## src/hdl/cfl_pkg.sv

```systemverilog
// shared types and constants for the circular free list
`default_nettype none
package cfl_pkg;

  localparam int unsigned OP_W  = 2;
  localparam int unsigned IDX_W = 6;
  // widest index the pool can need
  localparam int unsigned EXT_W = 12;
  localparam int unsigned LIM_W = 13;

  localparam logic [OP_W-1:0] OP_INSERT = 2'd0;
  localparam logic [OP_W-1:0] OP_POP    = 2'd1;
  localparam logic [OP_W-1:0] OP_REMOVE = 2'd2;

  typedef struct packed {
    logic init_step;
    logic accept;
    logic eval;
    logic link;
    logic load_out;
  } cfl_cmd_t;

  typedef struct packed {
    logic init_last;
    logic need_link;
    logic out_free;
  } cfl_sts_t;

endpackage
`default_nettype wire

```

## src/hdl/cfl_ctrl.sv

```systemverilog
// control state machine for the circular free list
`default_nettype none
module cfl_ctrl
  import cfl_pkg::*;
(
  input  wire logic     clk_i,
  input  wire logic     rst_ni,
  input  wire logic     in_valid_i,
  output logic          in_stall_o,
  input  wire cfl_sts_t sts_i,
  output cfl_cmd_t      cmd_o
);

  localparam logic [2:0] ST_INIT = 3'd0;
  localparam logic [2:0] ST_IDLE = 3'd1;
  localparam logic [2:0] ST_EVAL = 3'd2;
  localparam logic [2:0] ST_LINK = 3'd3;
  localparam logic [2:0] ST_DONE = 3'd4;

  logic [2:0] state_q;
  logic [2:0] state_d;

  always_comb begin
    state_d = state_q;
    cmd_o   = '0;
    unique case (state_q)
      ST_INIT: begin
        cmd_o.init_step = 1'b1;
        if (sts_i.init_last) begin
          state_d = ST_IDLE;
        end
      end
      ST_IDLE: begin
        if (in_valid_i) begin
          cmd_o.accept = 1'b1;
          state_d      = ST_EVAL;
        end
      end
      ST_EVAL: begin
        cmd_o.eval = 1'b1;
        state_d    = sts_i.need_link ? ST_LINK : ST_DONE;
      end
      ST_LINK: begin
        cmd_o.link = 1'b1;
        state_d    = ST_DONE;
      end
      ST_DONE: begin
        // hold the result until the output register is free
        if (sts_i.out_free) begin
          cmd_o.load_out = 1'b1;
          state_d        = ST_IDLE;
        end
      end
      default: begin
        state_d = ST_IDLE;
      end
    endcase
  end

  assign in_stall_o = (state_q != ST_IDLE);

  always_ff @(posedge clk_i or negedge rst_ni) begin
    if (!rst_ni) begin
      state_q <= ST_INIT;
    end else begin
      state_q <= state_d;
    end
  end

endmodule
`default_nettype wire

```

## src/hdl/cfl_dp.sv

```systemverilog
// link tables, head pointer and result register of the circular free list
`default_nettype none
module cfl_dp
  import cfl_pkg::*;
#(
  parameter int unsigned ENTRIES = 64
) (
  input  wire logic             clk_i,
  input  wire logic             rst_ni,
  input  wire cfl_cmd_t         cmd_i,
  output cfl_sts_t              sts_o,
  input  wire logic [OP_W-1:0]  kind_i,
  input  wire logic [IDX_W-1:0] entry_index_i,
  output logic                  out_valid_o,
  input  wire logic             out_stall_i,
  output logic [IDX_W-1:0]      popped_entry_o,
  output logic                  success_o,
  output logic [IDX_W-1:0]      head_entry_o,
  output logic                  list_empty_o
);

  localparam int unsigned IW = $clog2(ENTRIES);
  localparam logic [IW-1:0] LAST = IW'(ENTRIES - 1);
  localparam logic [LIM_W-1:0] POOL_LIM = LIM_W'(ENTRIES);

  logic [IW-1:0] next_tab [ENTRIES];
  logic [IW-1:0] prev_tab [ENTRIES];
  logic          listed_tab [ENTRIES];

  logic [IW-1:0] init_cnt_q;
  logic [IW-1:0] head_q;
  logic          empty_q;

  logic [OP_W-1:0] kind_q;
  logic [IW-1:0]   e_q;
  logic            pool_q;
  logic [IW-1:0]   tgt_q;
  logic [IW-1:0]   tail_q;
  logic            ok_q;
  logic [IW-1:0]   popped_q;

  logic [IW-1:0] next_rd_q;
  logic [IW-1:0] prev_rd_q;
  logic          listed_rd_q;

  logic          out_valid_q;
  logic [IDX_W-1:0] popped_out_q;
  logic          success_q;
  logic [IDX_W-1:0] head_out_q;
  logic          empty_out_q;

  logic [EXT_W-1:0] in_ext;
  logic [IW-1:0]    in_e;
  logic             in_pool;

  logic ins_ok;
  logic pop_ok;
  logic rem_ok;
  logic take;
  logic single;

  logic          next_we;
  logic [IW-1:0] next_wa;
  logic [IW-1:0] next_wd;
  logic          prev_we;
  logic [IW-1:0] prev_wa;
  logic [IW-1:0] prev_wd;
  logic          listed_we;
  logic [IW-1:0] listed_wa;
  logic          listed_wd;

  logic [EXT_W-1:0] head_ext;
  logic [EXT_W-1:0] popped_ext;

  assign in_ext  = {{(EXT_W-IDX_W){1'b0}}, entry_index_i};
  assign in_e    = in_ext[IW-1:0];
  assign in_pool = ({{(LIM_W-IDX_W){1'b0}}, entry_index_i} < POOL_LIM);

  assign ins_ok = (kind_q == OP_INSERT) && pool_q && !listed_rd_q;
  assign pop_ok = (kind_q == OP_POP) && !empty_q;
  assign rem_ok = (kind_q == OP_REMOVE) && pool_q && listed_rd_q && !empty_q;
  assign take   = pop_ok || rem_ok;
  assign single = (next_rd_q == tgt_q);

  assign sts_o.init_last = (init_cnt_q == LAST);
  assign sts_o.need_link = ins_ok && !empty_q;
  assign sts_o.out_free  = !out_valid_q || !out_stall_i;

  // table write ports
  always_comb begin
    next_we   = 1'b0;
    next_wa   = '0;
    next_wd   = '0;
    prev_we   = 1'b0;
    prev_wa   = '0;
    prev_wd   = '0;
    listed_we = 1'b0;
    listed_wa = '0;
    listed_wd = 1'b0;
    if (cmd_i.init_step) begin
      next_we   = 1'b1;
      next_wa   = init_cnt_q;
      next_wd   = (init_cnt_q == LAST) ? '0 : init_cnt_q + 1'b1;
      prev_we   = 1'b1;
      prev_wa   = init_cnt_q;
      prev_wd   = (init_cnt_q == '0) ? LAST : init_cnt_q - 1'b1;
      listed_we = 1'b1;
      listed_wa = init_cnt_q;
      listed_wd = 1'b1;
    end else if (cmd_i.eval) begin
      if (ins_ok) begin
        next_we   = 1'b1;
        next_wa   = e_q;
        next_wd   = empty_q ? e_q : head_q;
        prev_we   = 1'b1;
        prev_wa   = e_q;
        prev_wd   = empty_q ? e_q : prev_rd_q;
        listed_we = 1'b1;
        listed_wa = e_q;
        listed_wd = 1'b1;
      end else if (take) begin
        listed_we = 1'b1;
        listed_wa = tgt_q;
        listed_wd = 1'b0;
        if (!single) begin
          prev_we = 1'b1;
          prev_wa = next_rd_q;
          prev_wd = prev_rd_q;
          next_we = 1'b1;
          next_wa = prev_rd_q;
          next_wd = next_rd_q;
        end
      end
    end else if (cmd_i.link) begin
      next_we = 1'b1;
      next_wa = tail_q;
      next_wd = e_q;
      prev_we = 1'b1;
      prev_wa = head_q;
      prev_wd = e_q;
    end
  end

  always_ff @(posedge clk_i) begin
    if (next_we) begin
      next_tab[next_wa] <= next_wd;
    end
    if (cmd_i.accept) begin
      next_rd_q <= next_tab[(kind_i == OP_REMOVE) ? in_e : head_q];
    end
  end

  always_ff @(posedge clk_i) begin
    if (prev_we) begin
      prev_tab[prev_wa] <= prev_wd;
    end
    if (cmd_i.accept) begin
      prev_rd_q <= prev_tab[(kind_i == OP_REMOVE) ? in_e : head_q];
    end
  end

  always_ff @(posedge clk_i) begin
    if (listed_we) begin
      listed_tab[listed_wa] <= listed_wd;
    end
    if (cmd_i.accept) begin
      listed_rd_q <= listed_tab[in_e];
    end
  end

  // item and working registers
  always_ff @(posedge clk_i) begin
    if (cmd_i.accept) begin
      kind_q <= kind_i;
      e_q    <= in_e;
      pool_q <= in_pool;
      tgt_q  <= (kind_i == OP_REMOVE) ? in_e : head_q;
    end
    if (cmd_i.eval) begin
      tail_q   <= prev_rd_q;
      ok_q     <= ins_ok || take;
      popped_q <= pop_ok ? head_q : '0;
    end
  end

  always_ff @(posedge clk_i or negedge rst_ni) begin
    if (!rst_ni) begin
      init_cnt_q <= '0;
      head_q     <= '0;
      empty_q    <= 1'b0;
    end else begin
      if (cmd_i.init_step && (init_cnt_q != LAST)) begin
        init_cnt_q <= init_cnt_q + 1'b1;
      end
      if (cmd_i.eval) begin
        if (ins_ok && empty_q) begin
          head_q  <= e_q;
          empty_q <= 1'b0;
        end else if (take && single) begin
          head_q  <= '0;
          empty_q <= 1'b1;
        end else if (take && (head_q == tgt_q)) begin
          head_q <= next_rd_q;
        end
      end
    end
  end

  // result register
  assign head_ext   = EXT_W'(head_q);
  assign popped_ext = EXT_W'(popped_q);

  always_ff @(posedge clk_i or negedge rst_ni) begin
    if (!rst_ni) begin
      out_valid_q <= 1'b0;
    end else if (cmd_i.load_out) begin
      out_valid_q <= 1'b1;
    end else if (!out_stall_i) begin
      out_valid_q <= 1'b0;
    end
  end

  always_ff @(posedge clk_i) begin
    if (cmd_i.load_out) begin
      popped_out_q <= popped_ext[IDX_W-1:0];
      success_q    <= ok_q;
      head_out_q   <= empty_q ? '0 : head_ext[IDX_W-1:0];
      empty_out_q  <= empty_q;
    end
  end

  assign out_valid_o    = out_valid_q;
  assign popped_entry_o = popped_out_q;
  assign success_o      = success_q;
  assign head_entry_o   = head_out_q;
  assign list_empty_o   = empty_out_q;

endmodule
`default_nettype wire

```

## src/hdl/circular_free_list.sv

```systemverilog
// circular doubly linked free list over a pool of ENTRIES entries
// an item steps through accept, eval and done, with a link step between eval
// and done for an insert into a non-empty list (two writes each to the single-port
// next and prev tables); done loads the result once the output register is free,
// and only then is a new item accepted; after reset a clearing pass builds the list
// 0..ENTRIES-1, and no item is accepted until it ends
`default_nettype none
module circular_free_list
  import cfl_pkg::*;
#(
  parameter int unsigned ENTRIES = 64
) (
  input  wire logic             clk_i,
  input  wire logic             rst_ni,
  input  wire logic             in_valid_i,
  output logic                  in_stall_o,
  input  wire logic [OP_W-1:0]  kind_i,
  input  wire logic [IDX_W-1:0] entry_index_i,
  output logic                  out_valid_o,
  input  wire logic             out_stall_i,
  output logic [IDX_W-1:0]      popped_entry_o,
  output logic                  success_o,
  output logic [IDX_W-1:0]      head_entry_o,
  output logic                  list_empty_o
);

  cfl_cmd_t cmd;
  cfl_sts_t sts;

  cfl_ctrl u_ctrl (
    .clk_i      (clk_i),
    .rst_ni     (rst_ni),
    .in_valid_i (in_valid_i),
    .in_stall_o (in_stall_o),
    .sts_i      (sts),
    .cmd_o      (cmd)
  );

  cfl_dp #(
    .ENTRIES (ENTRIES)
  ) u_dp (
    .clk_i          (clk_i),
    .rst_ni         (rst_ni),
    .cmd_i          (cmd),
    .sts_o          (sts),
    .kind_i         (kind_i),
    .entry_index_i  (entry_index_i),
    .out_valid_o    (out_valid_o),
    .out_stall_i    (out_stall_i),
    .popped_entry_o (popped_entry_o),
    .success_o      (success_o),
    .head_entry_o   (head_entry_o),
    .list_empty_o   (list_empty_o)
  );

endmodule
`default_nettype wire

```

## config.mk

```make
export PLATFORM = sky130hd
export DESIGN_NAME = circular_free_list
export DESIGN_NICKNAME = d
export VERILOG_FILES = /design/src/hdl/cfl_pkg.sv /design/src/hdl/cfl_ctrl.sv /design/src/hdl/cfl_dp.sv /design/src/hdl/circular_free_list.sv
export SDC_FILE = /design/constraint.sdc
export NUM_CORES = 1
export LEC_CHECK = 0
export BUFFER_PORTS_ARGS = -buffer_cell sky130_fd_sc_hd__buf_2
export CAP_MARGIN = 20
export CORE_MARGIN = 4
export CORE_UTILIZATION = 59
export CTS_BUF_LIST = sky130_fd_sc_hd__clkbuf_4
export CTS_CLUSTER_SIZE = 16
export DETAILED_ROUTE_END_ITERATION = 8
export PLACE_DENSITY = 0.79
export SLEW_MARGIN = 20
export SYNTH_ARGS = -nofsm -noshare
export SYNTH_HDL_FRONTEND = slang
export SYNTH_HIERARCHICAL = 1
export SYNTH_SLANG_ARGS = --single-unit
export TNS_END_PERCENT = 30
```

## constraint.sdc

```tcl
create_clock -name clk_i -period 5.6 [get_ports clk_i]
set_input_delay 0.56 -clock clk_i [delete_from_list [all_inputs] [get_ports clk_i]]
set_output_delay 0.56 -clock clk_i [all_outputs]
set_load 0.02 [all_outputs]
```

==> results of run 1 <==
## cell usage in the layout (no fill, tap or decap), drive strengths merged, types with 6 or more instances in the layout
| cell type | Yosys | routed |
|---|---|---|
| nor2b | 50 | 50 |
| a2111oi | 12 | 12 |
| xnor2 | 13 | 13 |
| o32ai | 25 | 25 |
| nand4 | 18 | 18 |
| nor3b | 15 | 15 |
| a22oi | 15 | 15 |
| nand3 | 30 | 30 |
| o22ai | 26 | 26 |
| mux2 | 54 | 54 |
| edfxtp | 886 | 886 |
| nand2b | 7 | 7 |
| a31oi | 20 | 20 |
| inv | 96 | 102 |
| nor3 | 23 | 23 |
| nor2 | 231 | 231 |
| mux2i | 171 | 171 |
| buf | 79 | 91 |
| nand3b | 7 | 7 |
| or3 | 22 | 22 |
| or3b | 6 | 6 |
| o311ai | 12 | 12 |
| xor2 | 9 | 9 |
| dfrtp | 17 | 17 |
| nand2 | 146 | 146 |
| dlygate4sd3 | 0 | 11 |
| o221ai | 7 | 7 |
| a221oi | 23 | 23 |
| clkbuf | 115 | 307 |
| mux4 | 70 | 70 |
| a211oi | 193 | 193 |
| o21a | 6 | 6 |
| clkinv | 0 | 58 |
| bufinv | 0 | 8 |
| a22o | 12 | 12 |
| nor4 | 39 | 39 |
| o21ai | 16 | 16 |
| a31o | 7 | 7 |
| a21oi | 122 | 122 |
## worst paths after layout
| kind | startpoint | to | slack (ps) | cells after the start |
|---|---|---|---|---|
| max in group asynchronous | rst_ni | u_dp/head_q[0] | 4180 | 3 |
| min in group asynchronous | rst_ni | u_dp/out_valid_o | 740 | 3 |
| hold / removal | entry_index_i[0] | u_dp/e_q[0] | 260 | 2 |
| hold reg to reg | u_dp/popped_q[4] | u_dp/popped_entry_o[4] | 410 | 0 |
| setup reg to reg | u_ctrl/state_q[2] | u_dp/next_tab[40][1] | 820 | 10 |
| setup / recovery | u_ctrl/state_q[2] | u_dp/next_tab[40][1] | 820 | 10 |
## cell type report
class / count / area [um^2]
diodes: 3 / 7.51
clock buffers: 307 / 2300
clock inverters: 72 / 527
fillers: 4382 / 22400
inverters: 96 / 369
multi-input cells: 1458 / 11100
flip-flops and latches: 903 / 27000
well taps: 864 / 1080
repair buffers: 102 / 855
## worst max-delay path, cell delays in order, from the launching register on
cell and delay, ps:
dfrtp_1 510, or2b_1 320, nor2_2 400, buf_4 330
nor2b_1 70, buf_4 210, nand2_1 110, a21oi_1 100
a31oi_2 590, nand4_1 930, nor2b_1 820
## per-layer routing
layer	GRT usage, %	part of all wire (%)	up-vias
met5	0	0	-
met4	10.3	3.4	0
met3	7.58	12	264
met1	37.4	37	12400
met2	44.0	48	1760
li1	-	-	10800
## power breakdown
| group | leakage [nW] | switching, mW | internal (mW) |
|---|---|---|---|
| registers | 8.31 | 0.379 | 9.84 |
| logic | 4.32 | 4.86 | 1.49 |
| clock network | 1.68 | 2.55 | 2.90 |
| total | 14.3 | 7.79 | 14.2 |
## registers in the layout, indices dropped and copies added (netlist names), 6 cells and up
| signal | count |
|---|---|
| u_dp/tail_q | 6 |
| u_dp/listed_tab | 64 |
| u_dp/tgt_q | 6 |
| u_dp/head_q | 6 |
| u_dp/next_rd_q | 6 |
| u_dp/head_entry_o | 6 |
| u_dp/prev_tab | 384 |
| u_dp/popped_q | 6 |
| u_dp/popped_entry_o | 6 |
| u_dp/init_cnt_q | 6 |
| u_dp/next_tab | 384 |
| u_dp/e_q | 6 |
| u_dp/prev_rd_q | 6 |
## per-stage QoR
| step | setup slack [ps] | cell area (um^2) |
|---|---|---|
| global placement | 1100 | 40200 |
| CTS | 1020 | 43100 |
| detailed placement | 1070 | 40200 |
| floorplan | 85.6 | 39000 |
| finish | 818 | 43200 |
| global route | 749 | 43200 |
## cell families (layout without fill, tap and decap cells)
| family | after synthesis | in the layout | synth area share [%] |
|---|---|---|---|
| flip-flops | 903 | 903 | 69.3 |
| AND/OR/NAND/NOR | 626 | 626 | 7.77 |
| AO/OA/AOI/OAI | 512 | 512 | 9.27 |
| multiplexers | 295 | 295 | 9.99 |
| buffers and inverters | 290 | 577 | 3.08 |
| XOR/XNOR | 22 | 22 | 0.494 |
| adder cells (fa/ha/maj) | 3 | 3 | 0.0962 |
| other | 0 | 3 | 0 |
==> impl_metrics.ini, run 1 <==
[timing]
fin_skew_ps = 55.4
final-max-slew-violation-count = 0
setup_tns_ps = 0
worst_slew_pin_slew_ps = 1080
post-route-min-period_ps = 4780
hold_viol = 0
slew_headroom_pct = 27.2
rsz0062_at_grt = no
finalSetupViolations = 0
max_freq_mhz = 209
whs_ps = 262
finalCritPeriodShare_pct = 85.4

[floorplanning]
dieArea_um2 = 70300
initial_core_util_pct = 59.4
io_pins = 28
die_x_um = 265
die_h_um = 265
num_rows = 94
core-area_um2 = 65600

[grt]
grt_pass1_wl_mm = 149
antenna_found_initial = 1
grt_use_total_pct = 27.7
grt_max_degree = 85
gr-total-overflow = 0
grt_pass1_vias = 25100

[cts]
cts_root_buffer = clkbuf_4
h-tree-depth = 4
cts_buffers = 213
tritoncts = built
cts.sinks = 903
clockBufferDepth = 3
insertion_delay_ps = 1060
hold_buffers = 11
path_clk_slew_ps = 70
cts_resized = 0
cts_setup_buffers = 0

[yosys]
netlist_instances = 2651
ys_ff_latch = 903
syn-num-nets = 2666
synth_area_um2 = 39000
synth_top_area_share_pct = 68.2
ys.flop_type = edfxtp_1
ys_types = 76
synth_most_common_cell = edfxtp_1
yosysWarnings = 6
synth_edf_count = 886
async_flop_share_pct = 1.88
seq_area_frac_synth_pct = 69.3
synthTopCellsByCount = edfxtp_1, nor2_1, a211oi_1, mux2i_1, nand2_1
synth_area_leaders = edfxtp_1, mux2i_1, mux4_2, a211oi_1, nor2_1
avgSynthCellArea_um2 = 14.7
synth_top_cell_by_area = edfxtp_1

[routing]
firstDrtPassIters = 6
wire_per_inst_um = 25.7
totalWireLength_mm = 97.7
post_drt_via_cell_ratio = 6.61
num_vias = 25100
drcViolationCount = 0
ant_nets = 0
drt_iter0_drc = 3426

[placement]
port_buffers = 27
place_hpwl_mm = 59.5
gp_congestion = 0.959
dp.cells = 3409

[setup_path]
crit_path_end_kind = flop
worst-endpoint-arrival_ps = 5460
crit_required_ps = 6270
path_class = flop to flop
start_kind = flop
path_max_fanout = 21

[status]
run_status = finished, final reports clean

[power_and_ir_drop]
leakagePower_nw = 14.3
pwr_density_cell_nw_per_um2 = 509
p_total_mw = 22.0
vdd_ir_drop_max_mv = 0.555

[finish]
area_growth_pct = 10.8
drive_above_1_share_pct = 20.7
nets = 2789
final_cell_count_no_fill = 3805
post-route-util_pct = 65.9

[min_path]
worstHoldPathType = input pin to flop

[job]
drv_cap = 0
Note: power is estimated with default switching activity, not from simulation.
==> run 2, diff against run 1 <==
GPL_ROUTABILITY_DRIVEN = 1   (was default)
SYNTH_HIERARCHICAL = default   (was 1)
==> impl_metrics.ini, run 2 <==
[setup_path]
path_class = flop to flop
cp_num_buf_inv = 0
cp-startpoint = u_ctrl.state_q[1]
path_max_fanout = 22
worst-r2r-cell-count = 6
crit_path_end_kind = flop
crit_required_ps = 6230
cpPeakStageDelay_ps = 740
critPathSlowestCell = dfrtp_1
r2r_start = u_ctrl.state_q[1]
start_kind = flop
regToRegSetupSlack_ps = 1200
worst-endpoint-arrival_ps = 5030
cpLargestDelayFamily = simple AND/OR/NAND/NOR gates
cp_cell_sequence = or3b_1 > a211oi_2 > a21boi_2 > a21o_1 > nand3_1 > nor2b_1
r2r_end = u_dp.prev_tab[59][3]

[min_path]
holdPathStages = 2
holdPathEnd = u_dp.e_q[4]
hold_start = entry_index_i[4]
worstHoldPathType = input pin to flop

[cts]
clockBufferDepth = 3
cts_root_buffer = clkbuf_4
h-tree-depth = 4
path_clk_slew_ps = 70
cts.sinks = 903
cts_buffers = 219
cts_setup_buffers = 0
insertion_delay_ps = 1070
hold_buffers = 12
cts_resized = 0
tritoncts = built

[routing]
top_layer_used = met4
num_vias = 24500
drt_iter0_drc = 3177
totalWireLength_mm = 98.0
met2WireLength_mm = 46.2
firstDrtPassIters = 6
wl_met3_mm = 11.3
wl_met1_mm = 36.4
drcViolationCount = 0
post_drt_via_cell_ratio = 6.61
wire_per_inst_um = 26.4
ant_nets = 0

[timing]
whs_ps = 402
slew_headroom_pct = 20.0
fin_skew_ps = 89.2
rsz0062_at_grt = no
final-max-slew-violation-count = 0
hold_viol = 0
post-route-min-period_ps = 4400
setup_tns_ps = 0
finalCritPeriodShare_pct = 78.6
timing.final.ws_setup_ps = 1200
worst_slew_pin_slew_ps = 1200
finalSetupViolations = 0
max_freq_mhz = 227

[yosys]
netlist_instances = 2522
async_flop_share_pct = 1.88
synthXorXnorAreaFrac_pct = 0.493
yosysWarnings = 0
synthMuxAreaShare_pct = 13.1
synth_top_cell_by_area = edfxtp_1
synthTopCellsByCount = edfxtp_1, nor2_1, mux2i_1, nand2_1, mux4_2
synth_top_family_by_area = multiplexers
synth_top_area_share_pct = 68.1
syn-num-nets = 2537
seq_area_frac_synth_pct = 69.2
synthAdderAreaFrac_pct = 0.0961
synthSimpleGateAreaFrac_pct = 8.32
synth_area_leaders = edfxtp_1, mux4_2, mux2i_1, nor2_1, nand2_1
ys_types = 85
synth_edf_count = 886
synth_area_um2 = 39100
ys.flop_type = edfxtp_1
synth_most_common_cell = edfxtp_1
avgSynthCellArea_um2 = 15.5
ys_ff_latch = 903
synth_compound_area_share_pct = 6.53

[grt]
gr-total-overflow = 0
antenna_found_initial = 1
grt_use_total_pct = 27.8
grt_pass1_vias = 24400
grt_pass1_wl_mm = 148
grt_max_degree = 88

[placement]
pre_cts_slack_ps = 1410
port_buffers = 27
gp_congestion = 0.969
place_area_um2 = 40200
place_hpwl_mm = 61.4

[floorplanning]
die_x_um = 265
dieArea_um2 = 70400
die_h_um = 265
initial_core_util_pct = 59.4
num_rows = 94
io_pins = 28
core-area_um2 = 65700

[finish]
n_fill_cell = 4358
drive_above_1_share_pct = 21.2
area_growth_pct = 10.3
final_common_cell = edfxtp_1
post-route-util_pct = 65.5
nets = 2692
layout_common_cells = edfxtp_1, clkbuf_4, nor2_1
top_regs = u_dp.next_tab: 384 flops, u_dp.prev_tab: 384 flops, u_dp.listed_tab: 64 flops
design_area_um2 = 43100

[power_and_ir_drop]
vdd_ir_drop_max_mv = 0.442
leakagePower_nw = 14.0
pwr_density_cell_nw_per_um2 = 532

[status]
run_status = finished, final reports clean

[job]
drv_cap = 0
[run 2: worst max path at each step]
| stage | to | slack (ps) | depth (start not counted) |
|---|---|---|---|
| after floorplan | u_dp.prev_tab[0][3] | -1040 | 8 |
| after global placement | u_dp.prev_tab[16][0] | 1370 | 6 |
| after detailed placement | u_dp.next_tab[55][1] | 1410 | 7 |
| after CTS | u_dp.next_tab[55][4] | 1340 | 7 |
| after global routing | u_dp.prev_tab[19][0] | 1010 | 6 |
| final | u_dp.prev_tab[59][3] | 1200 | 6 |
[run 2: layer usage]
metal	GRT usage, %	vias up
li1	-	10400
met2	42.6	1660
met4	12.4	0
met1	37.7	12100
met3	7.78	263
met5	0	-
[run 2: metrics by stage]
stage	std cells	total power, mW
6_report	3705	22.9
4_1_cts	3701	22.8
2_1_floorplan	2522	14.8
3_3_place_gp	3307	17.3
5_1_grt	3704	23.8
3_5_place_dp	3307	17.6
[run 2: logic make-up after synthesis]
logic type / count (synthesis)
fa+ha+maj: 3
mux: 364
buf+inv: 201
flops: 903
compound gates: 344
xor+xnor: 22
simple gates: 685
[run 2: where the power goes]
group	total, mW	switching, mW	internal, mW
clock network	5.28	2.63	2.65
registers	10.3	0.500	9.76
logic	7.40	5.41	1.99
[run 2: cell type report]
type	instances	area (um^2)	share of cell area, %
antenna	3	7.51	0.0174
timing repair buffer	97	742	1.72
sequential	903	27000	62.7
clock buffer	310	2330	5.40
tap	864	1080	2.51
clock inverter	72	395	0.918
multi-input combinational	1418	11400	26.3
inverter	38	150	0.348
